<file path="config.mk">
export PLATFORM = sky130hd
export DESIGN_NAME = text_console_cell_writer_unit
export DESIGN_NICKNAME = d
export VERILOG_FILES = /design/src/sv/tcw_pkg.sv /design/src/sv/text_console_cell_writer_unit.sv
export SDC_FILE = /design/constraint.sdc
export NUM_CORES = 1
export LEC_CHECK = 0
export BUFFER_PORTS_ARGS = -buffer_cell sky130_fd_sc_hd__buf_2
export CAP_MARGIN = 30
export CORE_MARGIN = 1.5
export CORE_UTILIZATION = 50
export DETAILED_ROUTE_END_ITERATION = 10
export GPL_ROUTABILITY_DRIVEN = 0
export GPL_TIMING_DRIVEN = 0
export HOLD_SLACK_MARGIN = 0.05
export PLACE_DENSITY_LB_ADDON = 0.12
export SYNTH_ARGS = -nofsm -noshare
export SYNTH_HDL_FRONTEND = slang
export SYNTH_SLANG_ARGS = --single-unit
</file>
<file path="constraint.sdc">
create_clock -name clk -period 3.4 [get_ports clk]
set_input_delay 0.17 -clock clk [delete_from_list [all_inputs] [get_ports clk]]
set_output_delay 0.17 -clock clk [all_outputs]
set_load 0.02 [all_outputs]
</file>
<file path="src/sv/tcw_pkg.sv">
`timescale 1ns / 1ps
// ----------------------------------------------------------------------------
// tcw_pkg: shared types and constants of the text console cell writer
// Screen geometry, character codes, result kinds and the item structs.
// ----------------------------------------------------------------------------
package tcw_pkg;

	localparam int SCREEN_COLUMNS = 80;
	localparam int SCREEN_ROWS    = 25;

	localparam int COL_W   = 7;
	localparam int ROW_W   = 5;
	localparam int IDX_W   = 11;
	localparam int TAB_W   = 3;
	localparam int TAB_MAX = 8;

	localparam logic [7:0] CODE_TAB     = 8'd9;
	localparam logic [7:0] CODE_NEWLINE = 8'd10;
	localparam logic [7:0] CODE_RETURN  = 8'd13;
	localparam logic [7:0] CODE_SPACE   = 8'd32;

	typedef enum logic [1:0] {
		KIND_WRITE = 2'd0,
		KIND_CLEAR = 2'd1,
		KIND_MOVE  = 2'd2
	} kind_t;

	typedef struct packed {
		logic [7:0] char_code;
		logic [7:0] attribute;
	} in_item_t;

	typedef struct packed {
		kind_t              kind;
		logic [IDX_W-1:0]   cell_index;
		logic [15:0]        cell_data;
		logic               last;
		logic [COL_W-1:0]   cursor_col;
		logic [ROW_W-1:0]   cursor_row;
	} out_item_t;

endpackage

</file>
<file path="src/sv/text_console_cell_writer_unit.sv">
`timescale 1ns / 1ps
// ----------------------------------------------------------------------------
// text_console_cell_writer_unit: cursor tracking text console writer
// Turns character items into cell writes, cursor moves and screen clears.
// ----------------------------------------------------------------------------
//  channel | direction | handshake           | payload
//  --------+-----------+---------------------+---------------------------
//  in      | input     | in_valid / in_ready | in_data  (in_item_t)
//  out     | output    | out_valid/out_ready | out_data (out_item_t)
//
//  An item is taken while the unit is idle, then one step unit makes one result
//  per cycle while the output register can load: a character gives one write,
//  or a write and a clear when its write wraps past the last row, newline or
//  return one move or clear, a tab up to 9 results (eight writes and a clear).
//  The step unit waits whenever the output register holds a result that has
//  not been taken. Reset puts the cursor home and empties the output register.
// ----------------------------------------------------------------------------
module text_console_cell_writer_unit import tcw_pkg::*; (
	input  logic      clk,
	input  logic      arst_n,
	input  logic      in_valid,
	output logic      in_ready,
	input  in_item_t  in_data,
	output logic      out_valid,
	input  logic      out_ready,
	output out_item_t out_data
);

	typedef enum logic [2:0] {
		S_IDLE = 3'b001,
		S_WORK = 3'b010,
		S_CLR  = 3'b100
	} state_t;

	state_t           state_q, state_d;
	logic [COL_W-1:0] col_q, col_d;
	logic [ROW_W-1:0] row_q, row_d;
	logic [IDX_W-1:0] idx_q, idx_d;
	logic [TAB_W-1:0] cnt_q, cnt_d;
	in_item_t         item_q;
	logic             out_valid_q;
	out_item_t        out_q, res_d;
	logic             can_load;

	assign can_load  = !out_valid_q || out_ready;
	assign in_ready  = (state_q == S_IDLE);
	assign out_valid = out_valid_q;
	assign out_data  = out_q;

	// One step of the cursor unit: produces one result and the next cursor.
	always_comb begin
		logic [COL_W:0] col_inc;
		logic [ROW_W:0] row_inc;
		logic           is_line;
		logic           is_tab;
		logic           more;
		col_inc = {1'b0, col_q} + 1'b1;
		row_inc = {1'b0, row_q} + 1'b1;
		is_line = (item_q.char_code == CODE_NEWLINE) || (item_q.char_code == CODE_RETURN);
		is_tab  = (item_q.char_code == CODE_TAB);
		more    = 1'b0;
		state_d = state_q;
		col_d   = col_q;
		row_d   = row_q;
		idx_d   = idx_q;
		cnt_d   = cnt_q;
		res_d   = '0;
		res_d.kind = KIND_WRITE;
		case (state_q)
			S_WORK: begin
				if (is_line) begin
					res_d.last = 1'b1;
					state_d    = S_IDLE;
					if (row_inc >= (ROW_W+1)'(SCREEN_ROWS)) begin
						col_d = '0;
						row_d = '0;
						idx_d = '0;
						res_d.kind = KIND_CLEAR;
					end else begin
						row_d = row_inc[ROW_W-1:0];
						res_d.kind = KIND_MOVE;
						if (item_q.char_code == CODE_NEWLINE) begin
							col_d = '0;
							idx_d = idx_q - IDX_W'(col_q) + IDX_W'(SCREEN_COLUMNS);
						end else begin
							idx_d = idx_q + IDX_W'(SCREEN_COLUMNS);
						end
					end
				end else begin
					res_d.kind       = KIND_WRITE;
					res_d.cell_index = idx_q;
					res_d.cell_data  = {item_q.attribute,
						is_tab ? CODE_SPACE : item_q.char_code};
					cnt_d = cnt_q + 1'b1;
					if (col_inc >= (COL_W+1)'(SCREEN_COLUMNS)) begin
						col_d = '0;
						if (row_inc >= (ROW_W+1)'(SCREEN_ROWS)) begin
							row_d   = '0;
							idx_d   = '0;
							state_d = S_CLR;
						end else begin
							row_d = row_inc[ROW_W-1:0];
							idx_d = idx_q + 1'b1;
						end
					end else begin
						col_d = col_inc[COL_W-1:0];
						idx_d = idx_q + 1'b1;
						// A tab keeps going until a stop column or its write limit.
						more = is_tab && (col_inc[TAB_W-1:0] != '0)
							&& (cnt_q != TAB_W'(TAB_MAX - 1));
					end
					if (state_d != S_CLR) begin
						res_d.last = !more;
						state_d    = more ? S_WORK : S_IDLE;
					end
				end
			end
			S_CLR: begin
				res_d.kind = KIND_CLEAR;
				res_d.last = 1'b1;
				state_d    = S_IDLE;
			end
			default: begin
				state_d = state_q;
			end
		endcase
		res_d.cursor_col = col_d;
		res_d.cursor_row = row_d;
	end

	always_ff @(posedge clk or negedge arst_n) begin
		if (!arst_n) begin
			state_q     <= S_IDLE;
			col_q       <= '0;
			row_q       <= '0;
			idx_q       <= '0;
			cnt_q       <= '0;
			out_valid_q <= 1'b0;
		end else begin
			if (state_q == S_IDLE) begin
				if (in_valid) begin
					state_q <= S_WORK;
					cnt_q   <= '0;
				end
				if (out_ready) begin
					out_valid_q <= 1'b0;
				end
			end else if (can_load) begin
				state_q     <= state_d;
				col_q       <= col_d;
				row_q       <= row_d;
				idx_q       <= idx_d;
				cnt_q       <= cnt_d;
				out_valid_q <= 1'b1;
			end
		end
	end

	always_ff @(posedge clk) begin
		if (state_q == S_IDLE && in_valid) begin
			item_q <= in_data;
		end
		if (state_q != S_IDLE && can_load) begin
			out_q <= res_d;
		end
	end

	// The running cell index always matches the cursor position.
	a_index_tracks_cursor: assert property (@(posedge clk) disable iff (!arst_n)
		idx_q == IDX_W'(int'(row_q) * SCREEN_COLUMNS + int'(col_q)))
		else $error("cell index out of step with cursor");

	a_cursor_in_range: assert property (@(posedge clk) disable iff (!arst_n)
		(int'(col_q) < SCREEN_COLUMNS) && (int'(row_q) < SCREEN_ROWS))
		else $error("cursor outside the screen");

	a_clear_homes: assert property (@(posedge clk) disable iff (!arst_n)
		out_valid && out_data.kind == KIND_CLEAR |->
			out_data.cursor_col == '0 && out_data.cursor_row == '0 && out_data.last)
		else $error("clear result without home cursor or last");

	a_clear_after_write: assert property (@(posedge clk) disable iff (!arst_n)
		state_q == S_CLR |-> out_valid_q && out_q.kind == KIND_WRITE && !out_q.last)
		else $error("pending clear not preceded by a wrapping write");

	a_accept_starts_work: assert property (@(posedge clk) disable iff (!arst_n)
		in_valid && in_ready |=> state_q == S_WORK)
		else $error("accepted item did not start work");

endmodule

</file>
==> results.cfg <==
[status]
status = complete, no violations

[clocking]
cts_setup_buffers = 0
clockBufferDepth = 2
cts_tree = built
cts_buffers = 9
insertion_delay_ns = 0.36
htreeDepth = 3
cts_sinks = 88
cts-root-buf = clkbuf_8
clk_pin_slew_worst_paths_ns = 0.09

[synthesis]
yosys.area_share.simple_pct = 17.54
synth-seq-cells = 88
netlist_instances = 452
yosysWarningCount = 0
post-synth-top-count-cell = edfxtp_1
synth_top_area_cell = edfxtp_1
synth_edf_count = 58
async_flop_share_pct = 34.09
synth_top_area_share_pct = 35.48
synth-compound-area-share_pct = 17.10
yosysSeqAreaShare_pct = 50.80
synth.distinct_cells = 66
ys_top_cells_by_area = edfxtp_1, dfrtp_1, ha_1
muxShareOfSynthArea_pct = 0.6628
yosys_most_used_dff = edfxtp_1
synth_area_um2 = 4908
syn_nets = 499
synth-adder-area-share_pct = 7.035
synth_top_family_by_area = simple AND/OR/NAND/NOR gates
avgSynthCellArea_um2 = 10.86
synthTopCellsByCount = edfxtp_1, nand2_1, a21oi_1
synth_xor_area_share_pct = 2.141

[route]
wl_um = 11390
drc = 0
drtIter0Drc = 226
drtPass1Iterations = 5
ant_nets = 0
viasPerCell = 5.735
dr_total_vias = 3888
detail_route.wl_per_cell_um = 16.80

[placed_design]
dp_cells = 645
placed_area_um2 = 5420
io_buffers = 63
dp_hpwl_um = 8050

[min_path]
hp-class = in -> reg
hp-start = out_ready

[global_routing]
grt_pass1_vias = 3746
grt_max_degree = 31
track_usage_pct = 23.44
grt_pass1_wl_um = 18640
antenna_found_initial = 0
grt-ovfl-total = 0

[layout]
final_area_um2 = 5834
nNetsFinal = 591
nFillCells = 797
finish.utilization_pct = 62.26
stdcell_count = 678
num_antenna_cells = 0
layout-drive-gt1-share_pct = 21.31
syn2layout_area_growth_pct = 18.86

[sta]
whs_ns = 0.1117
fin_crit_ns = 2.879
period_share_pct = 84.68
rsz0062_at_grt = no
max_freq_mhz = 347.3
tightest_slew_ns = 0.9951
finalHoldViolCount = 0
drv_slew = 0
tns_ns = 0
fin_skew_ns = 0.01486
setup_viol = 0
slew_headroom_pct = 33.37

[power]
ir_drop_uv = 542.3
p_leak_nw = 2.471
power_density_nw_per_um2 = 813.5

[setup_path]
cp-start-kind = register
reg2reg_to = idx_q[9]
critPathMaxStageDelay_ns = 0.46
critical_path_required_ns = 3.62
endpoint_kind = register
critical_path.startpoint = col_q[1]
rrSetupSlack_ns = 0.52
rr_startpoint = col_q[1]
crit_arrival_ns = 3.10
worstSetupEndpoint = idx_q[9]
crit_type = reg -> reg
reg2regPathDepth = 11
cp_max_fo = 6
cp_slowest_cell = dfrtp_1
crit_chain = inv_1 > ha_1 > ha_1 > inv_1 > fa_1 > nor2b_1 > o31a_1 > or3_1 > a2111o_1 > o2111ai_1 > o211ai_1

[floorplanning]
die_w_um = 102.1
initial_core_util_pct = 52.38
fp.dieArea_um2 = 10420
die_height_um = 102.1
pin_count = 64
core_area_um2 = 9371
num_rows = 35

[job]
maxCapViolCount = 0
worst min path at each step:
stage,cells after the start,endpoint
2_1_floorplan,0,cnt_q[0]
3_3_place_gp,1,row_q[1]
3_5_place_dp,1,row_q[1]
4_1_cts,3,out_valid
5_1_grt,3,out_valid
6_report,3,out_valid
state kept, by name, indices dropped and copies added (netlist names):
name / count
item_q: 16
out_valid: 1
out_data: 42
col_q: 7
row_q: 5
state_q: 3
cnt_q: 3
idx_q: 11
worst max-delay path, delay by kind of cell (launching register included):
family,cells,cell delay [ns]
and+or+nand+nor,2,0.44
AOI/OAI and AO/OA,4,0.94
DFF,1,0.46
buffers and inverters,2,0.15
adders and majority gates,3,0.75
area by class of cell:
class	instances	area (um2)	area share, %
Clock buffer	10	127.6	2.187
Multi-Input combinational cell	315	2191	37.55
Timing Repair Buffer	81	513.0	8.793
Clock inverter	6	116.4	1.994
Buffer	20	122.6	2.102
Tap cell	129	161.4	2.766
Sequential cell	88	2494	42.74
Inverter	29	108.9	1.866
where the power goes:
group	leakage (nW)	internal, mW	switching, mW
Sequential	0.944	1.57	0.186
Clock	0.121	0.496	0.393
Combinational	1.41	0.796	1.30
stage by stage:
stage          setup slack [ns]  power (mW)
2_1_floorplan            0.1813       3.232
3_3_place_gp            -0.7005       3.757
3_5_place_dp             0.5666       3.847
4_1_cts                  0.5275       4.761
5_1_grt                  0.4035       5.043
6_report                 0.5210       4.746
per-layer routing:
layer	vias up	global-route usage, %	routed length, um
met5	-	0	0
met4	0	8.430	246
met3	22	3.420	475
met2	113	38.21	5544
met1	1881	32.14	5122
li1	1872	-	-
placed cells by master (no fill, tap or decap), types with 6 or more instances in the layout:
cell type      instances
buf_2                 73
edfxtp_1              58
nand2_1               34
a21oi_1               32
inv_1                 29
dfrtp_1               29
ha_1                  26
o21ai_0               24
nand3_1               23
and3_1                22
dlygate4sd3_1         17
nor2_1                16
nor3_1                16
clkbuf_8               9
nor2b_1                8
clkbuf_1               7
o21ai_1                7
xnor2_1                7
nand2b_1               6
cells by family after synthesis:
logic type | after synthesis
AOI/OAI and AO/OA | 123
xor gates and xnor gates | 12
adders and majority gates | 27
buffers and inverters | 49
DFF | 88
muxes | 3
and+or+nand+nor | 150
repair_timing:
item	CTS	global route
hold buffers	17	0
hold endpoints to repair	45	0
gates resized for setup	0	0
(Power assumes the default switching activity.)
